`src/rtl/pts_pkg.sv`:
```
// ----------------------------------------------------------------------------
// Profile thermostat sequencer package
// Shared widths, constants, register indexes and divider command and response types.
// ----------------------------------------------------------------------------
package pts_pkg;

   localparam int PERIODS_DEF     = 4;
   localparam int PERIOD_SLOTS    = 4;
   localparam int PERIOD_IDX_W    = 2;

   localparam int SAMPLE_W        = 10;
   localparam int SUM_W           = 14;
   localparam int TICK_W          = 4;
   localparam int SECONDS_W       = 16;
   localparam int TEMP_W          = 9;
   localparam int OFFSET_W        = 10;
   localparam int DIVISOR_W       = 8;
   localparam int WORD_W          = 26;
   localparam int CSR_IDX_W       = 3;

   // Dividend of the serial divider: the mean of ten samples fits in 11 bits.
   localparam int DIVIDEND_W      = 11;

   localparam logic [TICK_W-1:0]    TICKS_PER_SECOND = TICK_W'(10);
   localparam logic [TEMP_W-1:0]    TEMP_MAX         = TEMP_W'(399);
   localparam logic [DIVIDEND_W-1:0] TEMP_LIMIT      = DIVIDEND_W'(400);

   // Division of the sample sum by ten as a multiplication by 2^19 / 10.
   localparam int                   MEAN_RECIP_W     = 16;
   localparam logic [MEAN_RECIP_W-1:0] MEAN_RECIP    = MEAN_RECIP_W'(52429);
   localparam int                   MEAN_SHIFT       = 19;

   typedef enum logic [CSR_IDX_W-1:0] {
      CSR_CAL_OFFSET  = 3'd0,
      CSR_CAL_DIVISOR = 3'd1,
      CSR_PERIOD_0    = 3'd2,
      CSR_PERIOD_1    = 3'd3,
      CSR_PERIOD_2    = 3'd4,
      CSR_PERIOD_3    = 3'd5
   } csr_index_type;

   typedef struct packed {
      logic                  start;
      logic [DIVIDEND_W-1:0] dividend;
      logic [DIVISOR_W-1:0]  divisor;
   } div_cmd_type;

   typedef struct packed {
      logic                  done;
      logic [DIVIDEND_W-1:0] quotient;
   } div_rsp_type;

endpackage

```
`src/rtl/pts_if.sv`:
```
// ----------------------------------------------------------------------------
// Profile thermostat sequencer channels
// Tick request channel and status response channel, valid/ready handshake.
// ----------------------------------------------------------------------------
interface pts_req_if;
   logic                          valid;
   logic                          ready;
   logic                          key_run;
   logic                          key_clear;
   logic                          key_next;
   logic                          key_prev;
   logic [pts_pkg::SAMPLE_W-1:0]  sample;

   modport source (output valid, key_run, key_clear, key_next, key_prev, sample,
                   input ready);
   modport sink   (input valid, key_run, key_clear, key_next, key_prev, sample,
                   output ready);
endinterface

interface pts_rsp_if;
   logic                                valid;
   logic                                ready;
   logic [pts_pkg::PERIOD_IDX_W-1:0]    period_now;
   logic [pts_pkg::SECONDS_W-1:0]       seconds_now;
   logic [pts_pkg::TEMP_W-1:0]          temperature;
   logic                                running;
   logic                                pump_on;
   logic                                heater_on;
   logic                                cooler_on;

   modport source (output valid, period_now, seconds_now, temperature, running,
                   pump_on, heater_on, cooler_on, input ready);
   modport sink   (input valid, period_now, seconds_now, temperature, running,
                   pump_on, heater_on, cooler_on, output ready);
endinterface

```
`src/rtl/profile_thermostat_sequencer.sv`:
```
// ----------------------------------------------------------------------------
// Profile thermostat sequencer
// Runs a temperature program of up to four periods from timer ticks.
// ----------------------------------------------------------------------------
// Each word on req_ch is one timer tick with four key bits and a converter
// sample; each tick gives exactly one status word on rsp_ch. The csr_ port
// writes calibration and the period table; the user must do this only while
// the block is idle, which the block itself does not enforce. A tick's keys,
// time and averaging are registered at acceptance, the expiry check runs in
// the next cycle, and the status word is then loaded into the output
// register in the final step, which raises rsp_ch.valid. Every tenth tick
// also converts the averaged sample to a temperature through the bit-serial
// divider, which loads the operands and then retires one quotient bit at a
// time; the final step waits for its result. No new tick is taken while one
// is in progress, so the divider sets the worst case between ticks.
// A new tick is taken as soon as the previous one is in the output register,
// even while that word waits for rsp_ch.ready; a stalled receiver holds the
// next word in the final step until the output register frees.
// Synchronous reset stops the program, clears time, period, averaging and
// calibration (divisor reads 1) and empties the output register.
// ----------------------------------------------------------------------------
module profile_thermostat_sequencer #(
   parameter int PERIODS = pts_pkg::PERIODS_DEF
) (
   input  logic                             clock,
   input  logic                             reset,
   pts_req_if.sink                          req_ch,
   pts_rsp_if.source                        rsp_ch,
   input  logic                             csr_we,
   input  logic [pts_pkg::CSR_IDX_W-1:0]    csr_index,
   input  logic [pts_pkg::WORD_W-1:0]       csr_wdata
);

   localparam int PI_W  = pts_pkg::PERIOD_IDX_W;
   localparam int SEC_W = pts_pkg::SECONDS_W;
   localparam int T_W   = pts_pkg::TEMP_W;
   localparam int N_W   = pts_pkg::DIVIDEND_W;
   localparam int PRD_W = pts_pkg::SUM_W + pts_pkg::MEAN_RECIP_W;
   localparam logic [PI_W:0] PERIOD_COUNT = (PI_W+1)'(PERIODS);

   typedef enum logic [3:0] {
      ST_IDLE   = 4'b0001,
      ST_EXPIRE = 4'b0010,
      ST_DIVIDE = 4'b0100,
      ST_FINISH = 4'b1000
   } state_type;

   // Configuration registers.
   logic [pts_pkg::OFFSET_W-1:0]  cal_offset_ff;
   logic [pts_pkg::DIVISOR_W-1:0] cal_divisor_ff;
   logic [pts_pkg::WORD_W-1:0]    period_word_ff [pts_pkg::PERIOD_SLOTS];

   // Program state.
   state_type                     state_ff, state_in;
   logic [pts_pkg::TICK_W-1:0]    tick_ff, tick_in;
   logic [pts_pkg::SUM_W-1:0]     sum_ff, sum_in;
   logic [pts_pkg::SUM_W-1:0]     total_ff, total_in;
   logic [3:0]                    last_keys_ff, last_keys_in;
   logic [PI_W-1:0]               pi_ff, pi_in;
   logic [SEC_W-1:0]              el_ff, el_in;
   logic [T_W-1:0]                temp_ff, temp_in;
   logic [T_W-1:0]                setpoint_ff, setpoint_in;
   logic                          run_ff, run_in;
   logic                          tenth_ff, tenth_in;
   logic                          drive_ff, drive_in;
   logic                          under_ff, under_in;

   // Output register.
   logic                          rsp_valid_ff, rsp_valid_in;
   logic [PI_W-1:0]               out_pi_ff, out_pi_in;
   logic [SEC_W-1:0]              out_el_ff, out_el_in;
   logic [T_W-1:0]                out_temp_ff, out_temp_in;
   logic                          out_run_ff, out_run_in;
   logic                          out_pump_ff, out_pump_in;
   logic                          out_heat_ff, out_heat_in;
   logic                          out_cool_ff, out_cool_in;

   // Tick decode.
   logic [3:0]                    keys;
   logic                          changed;
   logic                          run_a;
   logic                          clear_a;
   logic [PI_W-1:0]               pi_a, pi_b, pi_c;
   logic [SEC_W-1:0]              el_a;
   logic [pts_pkg::TICK_W-1:0]    tick_inc;
   logic                          tenth;
   logic [pts_pkg::SUM_W-1:0]     sum_inc;

   // Expiry and conversion.
   logic [PI_W:0]                 pi_next;
   logic [PRD_W-1:0]              mean_prod;
   logic [N_W-1:0]                mean;
   logic [N_W-1:0]                offset_ext;
   pts_pkg::div_cmd_type          div_cmd;
   pts_pkg::div_rsp_type          div_rsp;
   logic                          out_free;

   pts_div u_div (
      .clock (clock),
      .reset (reset),
      .cmd   (div_cmd),
      .rsp   (div_rsp)
   );

   // Configuration writes.
   always_ff @(posedge clock) begin
      if (reset) begin
         cal_offset_ff  <= '0;
         cal_divisor_ff <= pts_pkg::DIVISOR_W'(1);
         for (int i = 0; i < pts_pkg::PERIOD_SLOTS; i++) begin
            period_word_ff[i] <= '0;
         end
      end else if (csr_we) begin
         case (csr_index)
            pts_pkg::CSR_CAL_OFFSET:  cal_offset_ff     <= csr_wdata[pts_pkg::OFFSET_W-1:0];
            pts_pkg::CSR_CAL_DIVISOR: cal_divisor_ff    <= csr_wdata[pts_pkg::DIVISOR_W-1:0];
            pts_pkg::CSR_PERIOD_0:    period_word_ff[0] <= csr_wdata;
            pts_pkg::CSR_PERIOD_1:    period_word_ff[1] <= csr_wdata;
            pts_pkg::CSR_PERIOD_2:    period_word_ff[2] <= csr_wdata;
            pts_pkg::CSR_PERIOD_3:    period_word_ff[3] <= csr_wdata;
            default: ;
         endcase
      end
   end

   // Key handling: the run toggle comes first, and the stopped-only keys see
   // the updated run flag.
   assign keys     = {req_ch.key_prev, req_ch.key_next, req_ch.key_clear, req_ch.key_run};
   assign changed  = keys != last_keys_ff;
   assign run_a    = run_ff ^ (changed & req_ch.key_run);
   assign clear_a  = changed & req_ch.key_clear & ~run_a;
   assign pi_a     = clear_a ? '0 : pi_ff;
   assign el_a     = clear_a ? '0 : el_ff;
   assign pi_b     = (changed && req_ch.key_next && !run_a &&
                      ({1'b0, pi_a} + (PI_W+1)'(1)) < PERIOD_COUNT) ?
                     pi_a + PI_W'(1) : pi_a;
   assign pi_c     = (changed && req_ch.key_prev && !run_a && pi_b != '0) ?
                     pi_b - PI_W'(1) : pi_b;
   assign tick_inc = tick_ff + pts_pkg::TICK_W'(1);
   assign tenth    = tick_inc >= pts_pkg::TICKS_PER_SECOND;
   assign sum_inc  = sum_ff + pts_pkg::SUM_W'(req_ch.sample);

   assign pi_next    = {1'b0, pi_ff} + (PI_W+1)'(1);
   assign mean_prod  = PRD_W'(total_ff) * PRD_W'(pts_pkg::MEAN_RECIP);
   assign mean       = mean_prod[pts_pkg::MEAN_SHIFT +: N_W];
   assign offset_ext = N_W'(cal_offset_ff);
   assign out_free   = ~rsp_valid_ff | rsp_ch.ready;

   always_comb begin
      state_in     = state_ff;
      tick_in      = tick_ff;
      sum_in       = sum_ff;
      total_in     = total_ff;
      last_keys_in = last_keys_ff;
      pi_in        = pi_ff;
      el_in        = el_ff;
      temp_in      = temp_ff;
      setpoint_in  = setpoint_ff;
      run_in       = run_ff;
      tenth_in     = tenth_ff;
      drive_in     = drive_ff;
      under_in     = under_ff;
      rsp_valid_in = rsp_valid_ff & ~rsp_ch.ready;
      out_pi_in    = out_pi_ff;
      out_el_in    = out_el_ff;
      out_temp_in  = out_temp_ff;
      out_run_in   = out_run_ff;
      out_pump_in  = out_pump_ff;
      out_heat_in  = out_heat_ff;
      out_cool_in  = out_cool_ff;
      div_cmd.start    = 1'b0;
      div_cmd.dividend = mean - offset_ext;
      div_cmd.divisor  = cal_divisor_ff;
      req_ch.ready     = 1'b0;

      case (state_ff)
         ST_IDLE: begin
            req_ch.ready = 1'b1;
            if (req_ch.valid) begin
               last_keys_in = keys;
               run_in       = run_a;
               pi_in        = pi_c;
               total_in     = sum_inc;
               tenth_in     = tenth;
               if (tenth) begin
                  tick_in     = '0;
                  sum_in      = '0;
                  el_in       = run_a ? el_a + SEC_W'(1) : el_a;
                  setpoint_in = period_word_ff[pi_c][16 +: T_W];
               end else begin
                  tick_in = tick_inc;
                  sum_in  = sum_inc;
                  el_in   = el_a;
               end
               state_in = ST_EXPIRE;
            end
         end
         ST_EXPIRE: begin
            drive_in = run_ff;
            if (run_ff && el_ff >= period_word_ff[pi_ff][15:0]) begin
               el_in = '0;
               if (period_word_ff[pi_ff][25]) begin
                  pi_in = '0;
               end else if (pi_next >= PERIOD_COUNT ||
                            period_word_ff[pi_next[PI_W-1:0]][15:0] == '0) begin
                  // Past the table end or at an empty period the program stops.
                  pi_in  = '0;
                  run_in = 1'b0;
               end else begin
                  pi_in = pi_next[PI_W-1:0];
               end
            end
            under_in      = mean < offset_ext;
            div_cmd.start = tenth_ff;
            state_in      = tenth_ff ? ST_DIVIDE : ST_FINISH;
         end
         ST_DIVIDE: begin
            if (div_rsp.done) begin
               if (under_ff || div_rsp.quotient >= pts_pkg::TEMP_LIMIT) begin
                  temp_in = pts_pkg::TEMP_MAX;
               end else begin
                  temp_in = div_rsp.quotient[T_W-1:0];
               end
               state_in = ST_FINISH;
            end
         end
         ST_FINISH: begin
            if (out_free) begin
               rsp_valid_in = 1'b1;
               out_pi_in    = pi_ff;
               out_el_in    = el_ff;
               out_temp_in  = temp_ff;
               out_run_in   = run_ff;
               out_pump_in  = drive_ff;
               out_heat_in  = drive_ff & (temp_ff < setpoint_ff);
               out_cool_in  = drive_ff & (temp_ff > setpoint_ff);
               state_in     = ST_IDLE;
            end
         end
         default: begin
            state_in = ST_IDLE;
         end
      endcase
   end

   always_ff @(posedge clock) begin
      if (reset) begin
         state_ff     <= ST_IDLE;
         tick_ff      <= '0;
         sum_ff       <= '0;
         last_keys_ff <= '0;
         pi_ff        <= '0;
         el_ff        <= '0;
         temp_ff      <= '0;
         setpoint_ff  <= '0;
         run_ff       <= 1'b0;
         tenth_ff     <= 1'b0;
         drive_ff     <= 1'b0;
         rsp_valid_ff <= 1'b0;
      end else begin
         state_ff     <= state_in;
         tick_ff      <= tick_in;
         sum_ff       <= sum_in;
         last_keys_ff <= last_keys_in;
         pi_ff        <= pi_in;
         el_ff        <= el_in;
         temp_ff      <= temp_in;
         setpoint_ff  <= setpoint_in;
         run_ff       <= run_in;
         tenth_ff     <= tenth_in;
         drive_ff     <= drive_in;
         rsp_valid_ff <= rsp_valid_in;
      end
      total_ff    <= total_in;
      under_ff    <= under_in;
      out_pi_ff   <= out_pi_in;
      out_el_ff   <= out_el_in;
      out_temp_ff <= out_temp_in;
      out_run_ff  <= out_run_in;
      out_pump_ff <= out_pump_in;
      out_heat_ff <= out_heat_in;
      out_cool_ff <= out_cool_in;
   end

   assign rsp_ch.valid       = rsp_valid_ff;
   assign rsp_ch.period_now  = out_pi_ff;
   assign rsp_ch.seconds_now = out_el_ff;
   assign rsp_ch.temperature = out_temp_ff;
   assign rsp_ch.running     = out_run_ff;
   assign rsp_ch.pump_on     = out_pump_ff;
   assign rsp_ch.heater_on   = out_heat_ff;
   assign rsp_ch.cooler_on   = out_cool_ff;

endmodule

```
`src/rtl/pts_div.sv`:
```
// ----------------------------------------------------------------------------
// Profile thermostat sequencer serial divider
// Restoring divider that retires one quotient bit per cycle.
// ----------------------------------------------------------------------------
module pts_div (
   input  logic                  clock,
   input  logic                  reset,
   input  pts_pkg::div_cmd_type  cmd,
   output pts_pkg::div_rsp_type  rsp
);

   localparam int NUM_W = pts_pkg::DIVIDEND_W;
   localparam int DIV_W = pts_pkg::DIVISOR_W;
   localparam int CNT_W = $clog2(NUM_W + 1);

   logic [NUM_W-1:0] num_ff, num_in;
   logic [DIV_W-1:0] rem_ff, rem_in;
   logic [DIV_W-1:0] dvs_ff, dvs_in;
   logic [CNT_W-1:0] cnt_ff, cnt_in;
   logic             busy_ff, busy_in;
   logic             done_ff, done_in;

   logic [DIV_W:0]   trial;
   logic [DIV_W:0]   diff;
   logic             fits;

   // The dividend register shifts left; quotient bits enter at the bottom.
   assign trial = {rem_ff, num_ff[NUM_W-1]};
   assign diff  = trial - {1'b0, dvs_ff};
   assign fits  = trial >= {1'b0, dvs_ff};

   always_comb begin
      num_in  = num_ff;
      rem_in  = rem_ff;
      dvs_in  = dvs_ff;
      cnt_in  = cnt_ff;
      busy_in = busy_ff;
      done_in = 1'b0;
      if (cmd.start) begin
         num_in  = cmd.dividend;
         dvs_in  = cmd.divisor;
         rem_in  = '0;
         cnt_in  = CNT_W'(NUM_W);
         busy_in = 1'b1;
      end else if (busy_ff) begin
         num_in = {num_ff[NUM_W-2:0], fits};
         rem_in = fits ? diff[DIV_W-1:0] : trial[DIV_W-1:0];
         cnt_in = cnt_ff - CNT_W'(1);
         if (cnt_ff == CNT_W'(1)) begin
            busy_in = 1'b0;
            done_in = 1'b1;
         end
      end
   end

   always_ff @(posedge clock) begin
      if (reset) begin
         busy_ff <= 1'b0;
         done_ff <= 1'b0;
         cnt_ff  <= '0;
      end else begin
         busy_ff <= busy_in;
         done_ff <= done_in;
         cnt_ff  <= cnt_in;
      end
      num_ff <= num_in;
      rem_ff <= rem_in;
      dvs_ff <= dvs_in;
   end

   assign rsp.done     = done_ff;
   assign rsp.quotient = num_ff;

endmodule

```
`src/flat_wrapper.sv`:
```
// flat-port wrapper written by rule: the top's interface ports become plain ports
module profile_thermostat_sequencer_flat 
#(
   parameter int PERIODS = pts_pkg::PERIODS_DEF
)
  (clock, reset, csr_we, csr_index, csr_wdata, req_ch_valid, req_ch_key_run, req_ch_key_clear, req_ch_key_next, req_ch_key_prev, req_ch_sample, req_ch_ready, rsp_ch_valid, rsp_ch_period_now, rsp_ch_seconds_now, rsp_ch_temperature, rsp_ch_running, rsp_ch_pump_on, rsp_ch_heater_on, rsp_ch_cooler_on, rsp_ch_ready);
  pts_req_if req_ch_i ();
  pts_rsp_if rsp_ch_i ();
  input  logic clock;
  input  logic reset;
  input  logic csr_we;
  input  logic [pts_pkg::CSR_IDX_W-1:0] csr_index;
  input  logic [pts_pkg::WORD_W-1:0] csr_wdata;
  input wire logic [$bits(req_ch_i.valid)-1:0] req_ch_valid;
  input wire logic [$bits(req_ch_i.key_run)-1:0] req_ch_key_run;
  input wire logic [$bits(req_ch_i.key_clear)-1:0] req_ch_key_clear;
  input wire logic [$bits(req_ch_i.key_next)-1:0] req_ch_key_next;
  input wire logic [$bits(req_ch_i.key_prev)-1:0] req_ch_key_prev;
  input wire logic [$bits(req_ch_i.sample)-1:0] req_ch_sample;
  output wire logic [$bits(req_ch_i.ready)-1:0] req_ch_ready;
  output wire logic [$bits(rsp_ch_i.valid)-1:0] rsp_ch_valid;
  output wire logic [$bits(rsp_ch_i.period_now)-1:0] rsp_ch_period_now;
  output wire logic [$bits(rsp_ch_i.seconds_now)-1:0] rsp_ch_seconds_now;
  output wire logic [$bits(rsp_ch_i.temperature)-1:0] rsp_ch_temperature;
  output wire logic [$bits(rsp_ch_i.running)-1:0] rsp_ch_running;
  output wire logic [$bits(rsp_ch_i.pump_on)-1:0] rsp_ch_pump_on;
  output wire logic [$bits(rsp_ch_i.heater_on)-1:0] rsp_ch_heater_on;
  output wire logic [$bits(rsp_ch_i.cooler_on)-1:0] rsp_ch_cooler_on;
  input wire logic [$bits(rsp_ch_i.ready)-1:0] rsp_ch_ready;
  assign req_ch_i.valid = req_ch_valid;
  assign req_ch_i.key_run = req_ch_key_run;
  assign req_ch_i.key_clear = req_ch_key_clear;
  assign req_ch_i.key_next = req_ch_key_next;
  assign req_ch_i.key_prev = req_ch_key_prev;
  assign req_ch_i.sample = req_ch_sample;
  assign req_ch_ready = req_ch_i.ready;
  assign rsp_ch_valid = rsp_ch_i.valid;
  assign rsp_ch_period_now = rsp_ch_i.period_now;
  assign rsp_ch_seconds_now = rsp_ch_i.seconds_now;
  assign rsp_ch_temperature = rsp_ch_i.temperature;
  assign rsp_ch_running = rsp_ch_i.running;
  assign rsp_ch_pump_on = rsp_ch_i.pump_on;
  assign rsp_ch_heater_on = rsp_ch_i.heater_on;
  assign rsp_ch_cooler_on = rsp_ch_i.cooler_on;
  assign rsp_ch_i.ready = rsp_ch_ready;
  profile_thermostat_sequencer #(.PERIODS(PERIODS)) u_core (.clock(clock), .reset(reset), .req_ch(req_ch_i), .rsp_ch(rsp_ch_i), .csr_we(csr_we), .csr_index(csr_index), .csr_wdata(csr_wdata));
endmodule
```
`config.mk`:
```
export PLATFORM = sky130hd
export DESIGN_NAME = profile_thermostat_sequencer_flat
export DESIGN_NICKNAME = d
export VERILOG_FILES = /design/src/rtl/pts_pkg.sv /design/src/rtl/pts_if.sv /design/src/rtl/profile_thermostat_sequencer.sv /design/src/rtl/pts_div.sv /design/src/flat_wrapper.sv
export SDC_FILE = /design/constraint.sdc
export NUM_CORES = 1
export LEC_CHECK = 0
export ABC_AREA = 0
export BUFFER_PORTS_ARGS = -buffer_cell sky130_fd_sc_hd__buf_4
export CAP_MARGIN = 20
export CELL_PAD_IN_SITES_DETAIL_PLACEMENT = 1
export CELL_PAD_IN_SITES_GLOBAL_PLACEMENT = 2
export CORE_ASPECT_RATIO = 0.7
export CORE_UTILIZATION = 42
export DETAILED_ROUTE_END_ITERATION = 16
export PLACE_DENSITY_LB_ADDON = 0.1
export RECOVER_POWER = 100
export SLEW_MARGIN = 20
export SYNTH_ARGS = -nofsm -noshare
export SYNTH_HDL_FRONTEND = slang
export SYNTH_SLANG_ARGS = --single-unit
export TNS_END_PERCENT = 30
```
`constraint.sdc`:
```
create_clock -name clock -period 7.92 [get_ports clock]
set_clock_uncertainty 0.1 [all_clocks]
set_input_delay 0.396 -clock clock [delete_from_list [all_inputs] [get_ports clock]]
set_output_delay 0.396 -clock clock [all_outputs]
set_load 0.02 [all_outputs]
```
==> impl_metrics.json <==
{
  "status": "finished with violations",
  "violations": "max-capacitance violations, max-slew violations",
  "post-synth-top-count-cell": "edfxtp_1",
  "yosys-top-cells-count": "169 x edfxtp_1, 163 x ha_1, 157 x inv_1, 117 x and2_1, 104 x nand2_1",
  "setup_ws_ns": 0.542,
  "synth_edf_count": 169,
  "critPathLaunchType": "flop",
  "slew_viol_final": 408,
  "synth-seq-cells": 269,
  "syn_area_mm2": 0.0170,
  "cap_violations": 12,
  "path_clk_slew_ns": 0.08,
  "grt_overflow": 0,
  "synth.avg_cell_area_um2": 10.4,
  "cts-resized-gates": 0,
  "hold_viol_final": 0,
  "via_per_inst": 5.53,
  "required_ns": 8.09,
  "place_congestion": 0.884,
  "arrival_ns": 7.55,
  "clkPwrFrac": 0.188,
  "cellPowerDensity_mw_per_mm2": 450,
  "io_pins": 81,
  "crit_type": "flop to flop",
  "synth_cells": 1626,
  "start_util": 0.427,
  "pre_cts_ws_ns": 0.639,
  "antenna_found_initial": 0,
  "ys_seq_area_frac": 0.417,
  "grt_max_degree": 58,
  "endpoint_kind": "flop",
  "ir_drop_mv": 0.386,
  "p_switching_w": 0.00374,
  "drive_gt1_frac": 0.0802,
  "io_buffer_count": 80,
  "p_sw_frac": 0.432,
  "slew_headroom": -0.958,
  "rsz0062_at_grt": "false",
  "ys_types": 77,
  "cts_tree": "yes",
  "combPwrFrac": 0.622,
  "fin_tns_setup_ns": 0,
  "cellInternalPower_w": 0.00492,
  "ctsHtreeMaxLevel": 1,
  "ant_nets": 0,
  "syn_nets": 1894,
  "path_max_fanout": 5,
  "synth_warnings": 0,
  "drt-initial-drc-count": 962,
  "drc_errors": 0,
  "cts_root_buffer": "clkbuf_16",
  "vias": 12500,
  "first_global_vias": 13000,
  "core_mm2": 0.0398,
  "worst_pin_slew_ns": 2.94,
  "design.die.area_mm2": 0.0412,
  "finalWorstPathRequiredPeriod_ns": 7.38,
  "synthTopCellsByArea": "edfxtp_1 30%, ha_1 12%, dfxtp_1 12%",
  "clock_path_buffers": 3,
  "routed_wl_mm": 48.1,
  "die_y_um": 170,
  "hold_path_class": "primary input to flop",
  "p_leak_nw": 7.77,
  "cts_buffers": 30,
  "firstDrtPassIters": 5,
  "layout.nets": 1979,
  "synth.largest_area_cell": "edfxtp_1",
  "die_x_um": 242,
  "async_flop_share": 0,
  "sequentialPowerShare": 0.189,
  "final.period_utilization": 0.932,
  "wire_per_inst_um": 21.2,
  "synth_top_area_share": 0.299,
  "dp_hpwl_mm": 35.6,
  "diodes": 0,
  "n_fill_cell": 4380,
  "track_usage": 0.237,
  "syn_to_final_growth_pct": 13.3,
  "setup_viol": 0,
  "cts.sinks": 269,
  "row_count": 61,
  "fmax_mhz": 136,
  "grt_pass1_wl_mm": 75.9,
  "clk_latency_ns": 0.58,
  "synth-main-ff-cell": "edfxtp_1"
}
==> power groups by stage <==
| stage | Combinational [W] | Clock [W] | Sequential [W] |
|---|---|---|---|
| 2_1_floorplan | 0.00402 | 0 | 0.00164 |
| 3_5_place_dp | 0.00539 | 0 | 0.00167 |
| 3_3_place_gp | 0.00528 | 0 | 0.00166 |
| 6_report | 0.00539 | 0.00163 | 0.00164 |
| 4_1_cts | 0.00545 | 0.00166 | 0.00164 |
| 5_1_grt | 0.00619 | 0.00171 | 0.00165 |
==> cell usage in the layout (no fill, tap or decap), types with 44 or more instances in the layout <==
| cell | count |
|---|---|
| edfxtp_1 | 169 |
| ha_1 | 163 |
| inv_1 | 157 |
| nand2_1 | 104 |
| dfxtp_1 | 100 |
| a21oi_1 | 96 |
| nor2_1 | 87 |
| and2_0 | 75 |
| o21ai_0 | 72 |
| fa_1 | 57 |
| clkbuf_1 | 49 |
| buf_4 | 47 |
| nor3_1 | 44 |
==> flip-flops by register name (all words and copies together), names as in the netlist, 2 cells and up, named ones only <==
| signal | flops |
|---|---|
| u_core.sum_ff | 14 |
| u_core.temp_ff | 9 |
| u_core.cal_offset_ff | 10 |
| u_core.rsp_ch.seconds_now | 16 |
| u_core.pi_ff | 2 |
| u_core.setpoint_ff | 9 |
| u_core.period_word_ff | 104 |
| u_core.u_div.rem_ff | 8 |
| u_core.u_div.dvs_ff | 8 |
| u_core.el_ff | 16 |
| u_core.rsp_ch.period_now | 2 |
| u_core.rsp_ch.temperature | 9 |
| u_core.last_keys_ff | 4 |
| u_core.state_ff | 4 |
| u_core.u_div.num_ff | 11 |
| u_core.total_ff | 14 |
| u_core.cal_divisor_ff | 8 |
| u_core.tick_ff | 4 |
| u_core.u_div.cnt_ff | 4 |
==> cell type report <==
cell class | count | area, um^2 | area share
inverter | 159 | 598 | 0.0311
timing repair buffer | 111 | 693 | 0.0361
multi-input combinational | 1140 | 9030 | 0.470
tap | 535 | 669 | 0.0348
clock inverter | 18 | 278 | 0.0144
sequential | 269 | 7080 | 0.368
clock buffer | 37 | 882 | 0.0459
==> metrics by stage <==
stage               area, um^2  utilization  cells  power, W  hold WS [ns]
floorplan                17000            -   1626   0.00566         0.308
global route             19200        0.484   2269   0.00954        0.0147
finish                   19200        0.484   2269   0.00866        0.0227
CTS                      19400        0.488   2265   0.00875      0.000641
global placement         18100        0.455   2194   0.00694         0.321
detailed placement       18100        0.455   2194   0.00706         0.322
==> final timing paths <==
| path | from | endpoint | slack, ns | cells after the start |
|---|---|---|---|---|
| worst max-delay path | u_core.total_ff[8] | u_core.u_div.num_ff[10] | 0.54 | 27 |
| worst min-delay path | csr_wdata[8] | u_core.cal_offset_ff[8] | 0.02 | 3 |
| worst max register to register | u_core.total_ff[8] | u_core.u_div.num_ff[10] | 0.54 | 27 |
| worst min register to register | u_core.cal_divisor_ff[0] | u_core.u_div.dvs_ff[0] | 0.33 | 0 |
==> critical path, cell delays in order, from the launching register on <==
cell      delay [ns]
edfxtp_1        0.52
ha_1            0.36
inv_1           0.06
fa_1            0.58
fa_1            0.48
fa_1            0.54
inv_1           0.05
fa_1            0.50
inv_1           0.05
fa_1            0.50
inv_1           0.04
ha_1            0.33
a21oi_1         0.15
o21ai_0         0.14
a311oi_1        0.40
nand2_1         0.13
and2_1          0.22
nor2_1          0.19
inv_1           0.08
fa_1            0.43
nor2b_1         0.12
o21ai_0         0.09
a21oi_1         0.20
o21ai_0         0.13
a21o_1          0.23
o21a_1          0.19
nor3_1          0.14
o31ai_1         0.10
==> logic make-up (layout without fill, tap and decap cells) <==
logic type                 after synthesis  in the layout  share of synthesized area
AOI/OAI and AO/OA                      333            333                      0.127
adders and majority gates              220            220                      0.187
xor gates and xnor gates                43             43                     0.0235
muxes                                   53             53                     0.0444
buffers and inverters                  217            325                     0.0513
DFF                                    269            269                      0.417
and+or+nand+nor                        491            491                      0.150
==> routing by layer <==
layer / global-route usage / part of all wire / vias up
met4: 0.0396 / 0.015 / 0
li1: - / - / 5988
met1: 0.358 / 0.51 / 6241
met2: 0.359 / 0.42 / 261
met3: 0.0366 / 0.049 / 47
met5: 0 / 0 / -
==> repair_timing <==
item	CTS	global route
hold buffers	16	0
setup buffers	0	0
endpoints found under the hold margin	24	0
(Power assumes the default switching activity.)
